<file path="src/hw/rtl/pclk_pkg.sv">
// ----------------------------------------------------------------------------
// pclk_pkg: shared types and constants for the PIN code lock controller
// Event codes, key codes, notice codes, register indexes, reset values and the
// control structs passed between the lock datapath modules.
// ----------------------------------------------------------------------------
package pclk_pkg;

   // default number of code digits
   localparam int CODE_LENGTH_DEFAULT = 4;

   localparam int CSR_DATA_W  = 16;
   localparam int CSR_INDEX_W = 2;

   // event kinds
   localparam logic [1:0] CMD_TICK   = 2'd0;
   localparam logic [1:0] CMD_KEY    = 2'd1;
   localparam logic [1:0] CMD_CARD   = 2'd2;
   localparam logic [1:0] CMD_BUTTON = 2'd3;

   // key codes
   localparam logic [3:0] KEY_DIGIT_MAX = 4'd9;
   localparam logic [3:0] KEY_CLEAR     = 4'd10;
   localparam logic [3:0] KEY_ENTER     = 4'd12;

   // notice codes
   localparam logic [1:0] NOTE_NONE  = 2'd0;
   localparam logic [1:0] NOTE_OK    = 2'd1;
   localparam logic [1:0] NOTE_WRONG = 2'd2;

   // configuration register indexes
   localparam logic [CSR_INDEX_W-1:0] CSR_ACCESS_CODE     = 2'd0;
   localparam logic [CSR_INDEX_W-1:0] CSR_OPEN_DURATION   = 2'd1;
   localparam logic [CSR_INDEX_W-1:0] CSR_NOTICE_DURATION = 2'd2;

   // register reset values
   localparam logic [15:0] ACCESS_CODE_RESET     = 16'h1346;
   localparam logic [15:0] OPEN_DURATION_RESET   = 16'd3000;
   localparam logic [15:0] NOTICE_DURATION_RESET = 16'd1500;

   // control for the digit entry store
   typedef struct packed {
      logic       push;    // digit key seen
      logic       clear;   // clear or enter key seen
      logic [3:0] digit;
   } entry_ctrl_type;

   // control for the open and notice timers
   typedef struct packed {
      logic tick;
      logic wipe;          // display line erased
      logic check;         // enter key evaluated
      logic match;         // entry equals the code
      logic grant;         // card or button
   } timer_ctrl_type;

endpackage

</file>
<file path="src/hw/rtl/pclk_entry.sv">
// ----------------------------------------------------------------------------
// pclk_entry: digit entry store and code compare
// Holds up to CODE_LENGTH digits and compares a full entry with the code.
// ----------------------------------------------------------------------------
module pclk_entry #(
   parameter int CODE_LENGTH = pclk_pkg::CODE_LENGTH_DEFAULT,
   parameter int CNT_W       = $clog2(CODE_LENGTH + 1)
) (
   input  logic                   clock,
   input  logic                   reset,
   input  logic                   step,
   input  pclk_pkg::entry_ctrl_type ctrl,
   input  logic [15:0]            access_code,
   output logic                   has_room,
   output logic                   match,
   output logic [CNT_W-1:0]       count_in
);

   localparam int IDX_W = (CODE_LENGTH > 1) ? $clog2(CODE_LENGTH) : 1;

   logic [3:0]       entry_digits_ff [CODE_LENGTH];
   logic [CNT_W-1:0] entry_count_ff;
   logic [CODE_LENGTH-1:0] digit_eq;
   logic             take;

   assign has_room = (entry_count_ff < CNT_W'(CODE_LENGTH));
   assign take     = step && ctrl.push && has_room;

   // first digit sits in the highest code nibble; nibbles beyond bit 15 read as zero
   for (genvar i = 0; i < CODE_LENGTH; i++) begin : g_cmp
      localparam int POS = CODE_LENGTH - 1 - i;
      if (POS < 4) begin : g_in
         assign digit_eq[i] = (entry_digits_ff[i] == access_code[POS*4 +: 4]);
      end else begin : g_out
         assign digit_eq[i] = (entry_digits_ff[i] == 4'd0);
      end
   end

   assign match = (entry_count_ff == CNT_W'(CODE_LENGTH)) && (&digit_eq);

   always_comb begin
      count_in = entry_count_ff;
      if (step && ctrl.clear) begin
         count_in = '0;
      end else if (take) begin
         count_in = entry_count_ff + CNT_W'(1);
      end
   end

   always_ff @(posedge clock) begin
      if (reset) begin
         entry_count_ff <= '0;
      end else begin
         entry_count_ff <= count_in;
      end
   end

   always_ff @(posedge clock) begin
      if (take) begin
         entry_digits_ff[entry_count_ff[IDX_W-1:0]] <= ctrl.digit;
      end
   end

endmodule

</file>
<file path="src/hw/rtl/pclk_timers.sv">
// ----------------------------------------------------------------------------
// pclk_timers: open timer and notice timer
// Loads, counts down and erases the lock opening and the shown notice.
// ----------------------------------------------------------------------------
module pclk_timers (
   input  logic                     clock,
   input  logic                     reset,
   input  logic                     step,
   input  pclk_pkg::timer_ctrl_type ctrl,
   input  logic [15:0]              open_duration,
   input  logic [15:0]              notice_duration,
   output logic                     lock_open_in,
   output logic [1:0]               notice_in
);

   logic [15:0] open_remaining_ff,   open_remaining_in;
   logic [15:0] notice_remaining_ff, notice_remaining_in;
   logic [1:0]  notice_kind_ff,      notice_kind_in;

   always_comb begin
      open_remaining_in   = open_remaining_ff;
      notice_remaining_in = notice_remaining_ff;
      notice_kind_in      = notice_kind_ff;
      if (step) begin
         if (ctrl.tick) begin
            if (open_remaining_ff != 16'd0) begin
               open_remaining_in = open_remaining_ff - 16'd1;
            end
            if (notice_remaining_ff != 16'd0) begin
               notice_remaining_in = notice_remaining_ff - 16'd1;
               if (notice_remaining_ff == 16'd1) begin
                  notice_kind_in = pclk_pkg::NOTE_NONE;
               end
            end
         end else if (ctrl.wipe) begin
            notice_remaining_in = 16'd0;
            notice_kind_in      = pclk_pkg::NOTE_NONE;
         end else if (ctrl.check) begin
            notice_remaining_in = notice_duration;
            // zero duration: the notice is already expired
            if (notice_duration == 16'd0) begin
               notice_kind_in = pclk_pkg::NOTE_NONE;
            end else if (ctrl.match) begin
               notice_kind_in = pclk_pkg::NOTE_OK;
            end else begin
               notice_kind_in = pclk_pkg::NOTE_WRONG;
            end
            if (ctrl.match) begin
               open_remaining_in = open_duration;
            end
         end else if (ctrl.grant) begin
            open_remaining_in = open_duration;
         end
      end
   end

   assign lock_open_in = (open_remaining_in != 16'd0);
   assign notice_in    = notice_kind_in;

   always_ff @(posedge clock) begin
      if (reset) begin
         open_remaining_ff   <= 16'd0;
         notice_remaining_ff <= 16'd0;
         notice_kind_ff      <= pclk_pkg::NOTE_NONE;
      end else begin
         open_remaining_ff   <= open_remaining_in;
         notice_remaining_ff <= notice_remaining_in;
         notice_kind_ff      <= notice_kind_in;
      end
   end

endmodule

</file>
<file path="src/hw/rtl/pin_code_lock_controller.sv">
// Path: a req transfer lands in the input register; its result moves into the
//   rsp register once the result register can advance, raising rsp_valid.
// Throughput: one event per cycle unless stalled; rsp frees while being read.
// Reset (synchronous): entry empty, lock closed, no notice, code 0x1346,
//   open 3000 ticks, notice 1500 ticks. Digit store is not reset.
// ----------------------------------------------------------------------------
// pin_code_lock_controller: keypad code lock with timed opening and notices
// Input register, event decode, entry store and timers, result register.
// ----------------------------------------------------------------------------
module pin_code_lock_controller #(
   parameter int CODE_LENGTH = pclk_pkg::CODE_LENGTH_DEFAULT
) (
   input  logic                             clock,
   input  logic                             reset,
   input  logic                             csr_write_enable,
   input  logic [pclk_pkg::CSR_INDEX_W-1:0] csr_index,
   input  logic [pclk_pkg::CSR_DATA_W-1:0]  csr_write_data,
   input  logic                             req_valid,
   output logic                             req_stall,
   input  logic [1:0]                       req_command,
   input  logic [3:0]                       req_key_value,
   output logic                             rsp_valid,
   input  logic                             rsp_stall,
   output logic                             rsp_lock_open,
   output logic [2:0]                       rsp_digits_entered,
   output logic [1:0]                       rsp_notice,
   output logic                             rsp_code_checked
);

   localparam int CNT_W = $clog2(CODE_LENGTH + 1);

   // configuration
   logic [15:0] access_code_ff, open_duration_ff, notice_duration_ff;

   // input register
   logic       in_valid_ff;
   logic [1:0] in_command_ff;
   logic [3:0] in_key_ff;

   // result register
   logic       out_valid_ff;
   logic       out_lock_open_ff;
   logic [2:0] out_digits_ff;
   logic [1:0] out_notice_ff;
   logic       out_checked_ff;

   logic advance, step, req_take;
   logic is_key, is_numeral, is_clear, is_enter;
   pclk_pkg::entry_ctrl_type entry_ctrl;
   pclk_pkg::timer_ctrl_type timer_ctrl;
   logic             has_room, match, lock_open_in;
   logic [CNT_W-1:0] count_in;
   logic [1:0]       notice_in;
   logic [CNT_W+2:0] count_wide;

   assign advance   = !out_valid_ff || !rsp_stall;
   assign step      = in_valid_ff && advance;
   assign req_stall = in_valid_ff && !advance;
   assign req_take  = req_valid && !req_stall;

   always_ff @(posedge clock) begin
      if (reset) begin
         access_code_ff     <= pclk_pkg::ACCESS_CODE_RESET;
         open_duration_ff   <= pclk_pkg::OPEN_DURATION_RESET;
         notice_duration_ff <= pclk_pkg::NOTICE_DURATION_RESET;
      end else if (csr_write_enable) begin
         unique case (csr_index)
            pclk_pkg::CSR_ACCESS_CODE:     access_code_ff     <= csr_write_data;
            pclk_pkg::CSR_OPEN_DURATION:   open_duration_ff   <= csr_write_data;
            pclk_pkg::CSR_NOTICE_DURATION: notice_duration_ff <= csr_write_data;
            default: ;
         endcase
      end
   end

   always_ff @(posedge clock) begin
      if (reset) begin
         in_valid_ff <= 1'b0;
      end else if (req_take) begin
         in_valid_ff <= 1'b1;
      end else if (step) begin
         in_valid_ff <= 1'b0;
      end
   end

   always_ff @(posedge clock) begin
      if (req_take) begin
         in_command_ff <= req_command;
         in_key_ff     <= req_key_value;
      end
   end

   // event decode
   assign is_key     = (in_command_ff == pclk_pkg::CMD_KEY);
   assign is_numeral = is_key && (in_key_ff <= pclk_pkg::KEY_DIGIT_MAX);
   assign is_clear   = is_key && (in_key_ff == pclk_pkg::KEY_CLEAR);
   assign is_enter   = is_key && (in_key_ff == pclk_pkg::KEY_ENTER);

   assign entry_ctrl.push  = is_numeral;
   assign entry_ctrl.clear = is_clear || is_enter;
   assign entry_ctrl.digit = in_key_ff;

   assign timer_ctrl.tick  = (in_command_ff == pclk_pkg::CMD_TICK);
   assign timer_ctrl.wipe  = is_clear || (is_numeral && has_room);
   assign timer_ctrl.check = is_enter;
   assign timer_ctrl.match = match;
   assign timer_ctrl.grant = (in_command_ff == pclk_pkg::CMD_CARD) ||
                             (in_command_ff == pclk_pkg::CMD_BUTTON);

   pclk_entry #(
      .CODE_LENGTH (CODE_LENGTH),
      .CNT_W       (CNT_W)
   ) u_entry (
      .clock       (clock),
      .reset       (reset),
      .step        (step),
      .ctrl        (entry_ctrl),
      .access_code (access_code_ff),
      .has_room    (has_room),
      .match       (match),
      .count_in    (count_in)
   );

   pclk_timers u_timers (
      .clock           (clock),
      .reset           (reset),
      .step            (step),
      .ctrl            (timer_ctrl),
      .open_duration   (open_duration_ff),
      .notice_duration (notice_duration_ff),
      .lock_open_in    (lock_open_in),
      .notice_in       (notice_in)
   );

   assign count_wide = {3'd0, count_in};

   always_ff @(posedge clock) begin
      if (reset) begin
         out_valid_ff <= 1'b0;
      end else if (advance) begin
         out_valid_ff <= in_valid_ff;
      end
   end

   always_ff @(posedge clock) begin
      if (step) begin
         out_lock_open_ff <= lock_open_in;
         out_digits_ff    <= count_wide[2:0];
         out_notice_ff    <= notice_in;
         out_checked_ff   <= is_enter;
      end
   end

   assign rsp_valid          = out_valid_ff;
   assign rsp_lock_open      = out_lock_open_ff;
   assign rsp_digits_entered = out_digits_ff;
   assign rsp_notice         = out_notice_ff;
   assign rsp_code_checked   = out_checked_ff;

`ifndef SYNTHESIS
   a_stall_only_when_full: assert property (@(posedge clock) disable iff (reset)
      req_stall |-> in_valid_ff)
      else $error("req_stall with empty input register");

   a_item_moves_on: assert property (@(posedge clock) disable iff (reset)
      (in_valid_ff && !out_valid_ff) |=> out_valid_ff)
      else $error("held item did not reach the result register");

   a_checked_clears_entry: assert property (@(posedge clock) disable iff (reset)
      (rsp_valid && rsp_code_checked) |-> (rsp_digits_entered == 3'd0))
      else $error("entry not cleared after enter");

   a_notice_code: assert property (@(posedge clock) disable iff (reset)
      rsp_valid |-> (rsp_notice == pclk_pkg::NOTE_NONE || rsp_notice == pclk_pkg::NOTE_OK ||
                     rsp_notice == pclk_pkg::NOTE_WRONG))
      else $error("reserved notice code on rsp");
`endif

endmodule
</file>
<file path="config.mk">
export PLATFORM = sky130hd
export DESIGN_NAME = pin_code_lock_controller
export DESIGN_NICKNAME = d
export VERILOG_FILES = /design/src/hw/rtl/pclk_pkg.sv /design/src/hw/rtl/pclk_entry.sv /design/src/hw/rtl/pclk_timers.sv /design/src/hw/rtl/pin_code_lock_controller.sv
export SDC_FILE = /design/constraint.sdc
export NUM_CORES = 1
export LEC_CHECK = 0
export BUFFER_PORTS_ARGS = -buffer_cell sky130_fd_sc_hd__buf_2
export CAP_MARGIN = 5
export CELL_PAD_IN_SITES_DETAIL_PLACEMENT = 2
export CELL_PAD_IN_SITES_GLOBAL_PLACEMENT = 2
export CORE_MARGIN = 3
export CORE_UTILIZATION = 25
export CTS_CLUSTER_SIZE = 8
export DETAILED_ROUTE_END_ITERATION = 7
export PLACE_DENSITY = 0.68
export SKIP_LAST_GASP = 1
export SYNTH_ARGS = -nofsm -noshare
export SYNTH_HDL_FRONTEND = slang
export SYNTH_SLANG_ARGS = --single-unit
export TNS_END_PERCENT = 5
</file>
<file path="constraint.sdc">
create_clock -name clock -period 3.05 [get_ports clock]
set_input_delay 0 -clock clock [delete_from_list [all_inputs] [get_ports clock]]
set_output_delay 0 -clock clock [all_outputs]
set_load 0.05 [all_outputs]
</file>
Yosys cells after proc, flatten, opt, wreduce, memory -nomap -nowiden
Memories as Yosys holds them, arrays and structs flattened.
Index checks and enable logic that the tools add are counted.

word-level totals
  bits in writable memories = 16
  latch bits = 0
  flip-flop bits (word level) = 100
  output and inout port bits = 9
  bits of input ports = 29
  memories kept = 1
  ROM bits = 0
  logic and storage cells = 92

operators by class
  reduce and logical (&&, ||, !) cells = 32
  mux-type cells = 25
  div/mod/pow operators = 0
  order comparisons = 2
  shifts and indexed selects = 0
  add/sub/neg operators = 3
  eq/ne operators = 14
  multipliers = 0
  bitwise logic cells = 0

memories
  name                     words  width  read ports  clocked after memory_dff  wr ports  RTL line          text
  u_entry.entry_digits_ff  4      4      4           0                         1         pclk_entry.sv:21  logic [3:0] entry_digits_ff [CODE_LENGTH];

operators with widths
  kind                                                 count
  2-to-1 mux 16 bit                                    11
  nonzero test 16 bit                                  3
  subtractor 16 x 1 -> 16 bit (second input constant)  2
  == test 16 x 1 -> 1 bit (second input constant)      1
  == test 4 bit                                        4
  zero test 16 bit                                     1
  2-to-1 mux 2 bit                                     8
  logical AND 1 bit                                    11
  == test 4 bit (second input constant)                2
  == test 2 bit (second input constant)                3
  2-to-1 mux 3 bit                                     2
  AND reduction 2 bit                                  3
  == test 2 x 1 -> 1 bit (second input constant)       2
  <= comparator 4 bit (second input constant)          1
  zero test 1 bit                                      4
  zero test 2 bit                                      2
  logical OR 1 bit                                     4
  2-to-1 mux 1 bit                                     4
  AND reduction 4 bit                                  1
  adder 3 x 1 -> 3 bit (second input constant)         1
  == test 3 bit (second input constant)                1
  less-than comparator 3 bit (second input constant)   1
  AND reduction 3 bit                                  1
  nonzero test 3 bit                                   1
  other kinds (2)                                      2

Longest topological paths before layout
An unclocked memory read counts as a cell.

  depth after elaboration = 10
  depth in mapped cells = 11
  depth with buffers taken out = 10

Modules after synthesis
Synthesis repeated with hierarchy kept, for this count alone.

unflattened totals
  cells, all modules = 613
  area total of the unflattened synthesis = 5835.6 um^2

modules (own cells, without submodules)
  module                    cells each  seq. area each (um^2)  area an instance (um^2)  instances
  pin_code_lock_controller  226         1391.3                 2528.7                   1
  pclk_timers               321         680.7                  2406.1                   1
  pclk_entry                66          540.5                  900.9                    1

Least setup slack after synthesis
OpenSTA, ideal clock, no wires.

  path kind = register to register
  start point = register u_timers.open_remaining_ff[0]
  end point = register out_lock_open_ff, in the netlist rsp_lock_open (data pin)
  buffers on the path = 0
  stages on the path, launching flop included = 11
  library setup time = 0.274 ns
  setup slack = 0.509 ns
  period minus slack after synthesis = 2.541 ns
  arrival = 2.267 ns
  required time = 2.776 ns
  cells stage by stage = dfxtp_1 inv_1 ha_1 nor3b_1 nand3_1 nor4_1 mux2_2 a21oi_1 o221ai_1 nor4b_1 nand4_1

on the way
  cells in the longest elaborated chain, start to end = 6
  elaborated cells on any way between the ends = 10
  classes of those cells = add/sub (1); mux (7); reduce/logical (2)

RTL lines
  what                                                                                 RTL line                         text
  start, declared                                                                      pclk_timers.sv:16                logic [15:0] open_remaining_ff, open_remaining_in;
  start signal, assigned                                                               pclk_timers.sv:66                open_remaining_ff <= open_remaining_in;
  parallel branches: the longest is 4 deep, another holds subtractor 16 x 1 -> 16 bit  n/a
  2-to-1 mux 16 bit (*)                                                                pclk_timers.sv:24                if (step) begin
  nonzero test 16 bit (*)                                                              pclk_timers.sv:57                assign lock_open_in = (open_remaining_in != 16'd0);
  named net lock_open_in                                                               pin_code_lock_controller.sv:51   logic has_room, match, lock_open_in;
  end signal, assigned                                                                 pin_code_lock_controller.sv:147  out_lock_open_ff <= lock_open_in;
  end, declared                                                                        pin_code_lock_controller.sv:42   logic out_lock_open_ff;

Mark *: on every way through the listed nets, which the timed path passes.
A chain may end at the register's enable or synchronous reset.

Final worst setup path
  start point = register in_key_ff[3]
  end point = register out_lock_open_ff, in the netlist rsp_lock_open (data pin)

on the way
  cells in the longest elaborated chain, start to end = 8
  elaborated cells on any way between the ends = 13
  classes of those cells = order compare (1); eq/ne (2); mux (4); reduce/logical (6)

RTL lines
  what                     RTL line                         text
  start, declared          pin_code_lock_controller.sv:38   logic [3:0] in_key_ff;
  start signal, assigned   pin_code_lock_controller.sv:89   in_key_ff <= req_key_value;
  <= comparator 4 bit      pin_code_lock_controller.sv:95   assign is_numeral = is_key && (in_key_ff <= pclk_pkg::KEY_DIGIT_MAX);
  logical AND 1 bit        pin_code_lock_controller.sv:95
  logical AND 1 bit        pin_code_lock_controller.sv:104  assign timer_ctrl.wipe = is_clear || (is_numeral && has_room);
  logical OR 1 bit         pin_code_lock_controller.sv:104
  2-to-1 mux 16 bit (*)    pclk_timers.sv:35                end else if (ctrl.wipe) begin
  2-to-1 mux 16 bit (*)    pclk_timers.sv:25                if (ctrl.tick) begin
  2-to-1 mux 16 bit (*)    pclk_timers.sv:24
  nonzero test 16 bit (*)  pclk_timers.sv:57
  named net lock_open_in   pin_code_lock_controller.sv:51

The timed path passes the listed nets; every way through them passes the cells marked *.

==> results.sh <==
export IMPL_synth_main_ff_cell="dfxtp_1"
export IMPL_yosys_warnings=0
export IMPL_worstSkewPairLatency_ns=0.42
export IMPL_diodes=0
export IMPL_final_setup_tns_ns=0
export IMPL_syn_inst=646
export IMPL_hold_path_endpoint="access_code_ff[15]"
export IMPL_routedWlPerCell_um=20.6
export IMPL_post_dp_hpwl_um=15000
export IMPL_gp_congestion=0.863
export IMPL_clk_pin_slew_ns=0.06
export IMPL_slew_headroom_pct=39.1
export IMPL_yosysMostFrequentCell="nand2_1"
export IMPL_fin_cells=1006
export IMPL_synth_edff_count=29
export IMPL_yosys_area_top_type="dfxtp_1"
export IMPL_ys_seq_elements=116
export IMPL_worstHoldPathType="primary input to register"
export IMPL_worst_pin_slew_ns=0.905
export IMPL_holdWs_ns=0.127
export IMPL_pin_count=38
export IMPL_worstPathArrival_ns=3.01
export IMPL_synth_avg_cell_area_um2=8.58
export IMPL_final_max_slew_viol_count=0
export IMPL_hold_viol=0
export IMPL_clk_path_buf_depth=2
export IMPL_r2r_cells=8
export IMPL_power_per_cell_area_mw_per_mm2=618
export IMPL_ant_nets=0
export IMPL_grt_pass1_wl_um=32900
export IMPL_whs_path_depth=5
export IMPL_wirelength_um=20700
export IMPL_max_freq_ghz=0.349
export IMPL_portBuffers=37
export IMPL_drc=0
export IMPL_yosysSeqAreaShare_pct=47.2
export IMPL_worst_setup_path_end_kind="register"
export IMPL_finalCritPeriodShare_pct=94.0
export IMPL_startpoint_type="register"
export IMPL_synth_top_area_share_pct=31.4
export IMPL_grt_pass1_vias=5596
export IMPL_syn_nets=683
export IMPL_r2r_slack_ns=0.18
export IMPL_synthesis_area_mm2=0.00554
export IMPL_r2r_start="in_key_ff[3]"
export IMPL_cts_root_buf="clkbuf_16"
export IMPL_outcome="complete, no violations"
export IMPL_crit_type="register to register"
export IMPL_crit_buf_inv=1
export IMPL_setup_slack_ns=0.184
export IMPL_dp_slack_ns=0.195
export IMPL_crit_slowest_cell="edfxtp_1"
export IMPL_critPathTopFamily="simple AND/OR/NAND/NOR gates"
export IMPL_floorplan_initialDensity_pct=25.9
export IMPL_cts_tree="done"
export IMPL_p_leak_nw=2.62
export IMPL_hold_start="csr_index[0]"
export IMPL_yosysUniqueCellTypes=71
export IMPL_rsz0062_at_grt="false"
export IMPL_nNetsFinal=755
export IMPL_max_cap_violations=0
export IMPL_die_x_um=155
export IMPL_rows=53
export IMPL_numCtsBuffers=17
export IMPL_die_h_um=155
export IMPL_num_vias=5140
export IMPL_core_mm2=0.0214
export IMPL_cts_sinks=116
export IMPL_reg2reg_to="rsp_lock_open"
export IMPL_first_pass_iters=4
export IMPL_crit_required_ns=3.19
export IMPL_synth_area_top_cells="dfxtp_1 (31%), edfxtp_1 (16%), nand2_1 (8.7%)"
export IMPL_cts_htree_levels=4
export IMPL_path_max_fanout=17
export IMPL_crit_chain="nor2_1, o41ai_2, buf_4, nand2_1, nor4_1, a311oi_1, nor4b_1, nand4_1"
export IMPL_synth_async_sr_flop_share_pct=0
export IMPL_overflow=0
export IMPL_finalCriticalPeriod_ns=2.87
export IMPL_fin_skew_ns=0.0142
export IMPL_grtUsageTotal_pct=17.7
export IMPL_die_area_mm2=0.0240
export IMPL_drt_iter0_drc=209
export IMPL_grt_max_degree=37
export IMPL_drive_above_1_share_pct=15.9
export IMPL_peakVddDrop_mv=0.366
export IMPL_antenna_found_initial=0
export IMPL_fin_area_mm2=0.00698
export IMPL_area_growth_pct=25.9
export IMPL_max_stage_delay_ns=0.51
export IMPL_dpl_cell_area_mm2=0.00612
export IMPL_dp_cells=950
export IMPL_setup_viol=0
export IMPL_synth_common_cells="nand2_1 (129), dfxtp_1 (87), a21oi_1 (70), nor2_1 (51)"
export IMPL_vias_per_cell=5.11
flip-flops by register name, indices dropped and copies added (netlist names):
signal,flops
open_duration_ff,16
rsp_digits_entered,3
u_timers.notice_kind_ff,2
u_timers.open_remaining_ff,16
in_valid_ff,1
u_timers.notice_remaining_ff,16
rsp_valid,1
in_key_ff,4
u_entry.entry_digits_ff,16
notice_duration_ff,16
rsp_lock_open,1
u_entry.entry_count_ff,3
rsp_code_checked,1
access_code_ff,16
rsp_notice,2
in_command_ff,2
cell type report:
type / instances / area [um^2]
clock inverters: 15 / 156
repair buffers: 87 / 621
well taps: 275 / 344
flip-flops and latches: 116 / 2610
inverters: 13 / 50.0
fillers: 2392 / 14400
clock buffers: 17 / 425
multi-input cells: 483 / 2770
cell usage in the layout, fill, tap and decap left out, types with 9 or more instances in the layout:
cell type and n:
nand2_1 129, dlygate4sd3_1 24, nand3_1 13, nand4_1 9, dfxtp_1 87, xnor2_1 11, o21ai_0 29, a21oi_1 70
buf_2 37, nor3_1 15, edfxtp_1 29, buf_4 26, inv_1 11, nor4_1 17, nor2b_1 14, nor2_1 51
nand3b_1 22, clkbuf_16 17
worst min-delay path, stage by stage:
cell	delay [ns]
buf_2	0.12
nor3b_1	0.06
buf_4	0.19
nand2_1	0.08
a21oi_1	0.05
what timing repair did:
item,4_1_cts,5_1_grt
gates resized for setup,0,5
setup buffers,0,0
endpoints found under the setup margin,0,1
hold buffers,24,0
hold endpoints to repair,56,0
cell families after synthesis:
kind of cell | synth area share [%]
xor+xnor | 3.00
buf+inv | 3.46
simple gates | 27.4
mux | 0.949
compound gates | 16.2
fa+ha+maj | 1.81
flops | 47.2
through the flow:
| step | util (%) | total power [mW] |
|---|---|---|
| after floorplan | - | 2.07 |
| after global placement | 28.6 | 2.29 |
| after detailed placement | 28.6 | 2.31 |
| after CTS | 32.4 | 4.35 |
| after global routing | 32.6 | 4.50 |
| final | 32.6 | 4.31 |
routing by layer:
metal	up-vias	track usage [%]	share of wire [%]
met3	15	3.09	2.9
met5	-	0	0
met1	2589	22.8	45
met2	78	30.7	51
met4	0	4.71	0.88
li1	2458	-	-
worst max path at each step:
stage               cells past startpoint  slack (ns)            end                     startpoint
finish                                  8        0.18  rsp_lock_open                   in_key_ff[3]
detailed placement                     10        0.20  rsp_lock_open  u_timers.open_remaining_ff[0]
global placement                        9        0.26  rsp_lock_open                   in_key_ff[3]
global route                            9       0.005  rsp_lock_open                   in_key_ff[0]
floorplan                              10        0.51  rsp_lock_open  u_timers.open_remaining_ff[0]
CTS                                    11        0.15  rsp_lock_open  u_timers.open_remaining_ff[0]
power by group:
part | leakage (nW) | switching (mW) | internal (mW)
logic | 1.35 | 0.376 | 0.239
registers | 0.977 | 0.0670 | 1.64
clock network | 0.290 | 0.836 | 1.16
total | 2.62 | 1.28 | 3.03
Power figures use the tool's default switching activity.
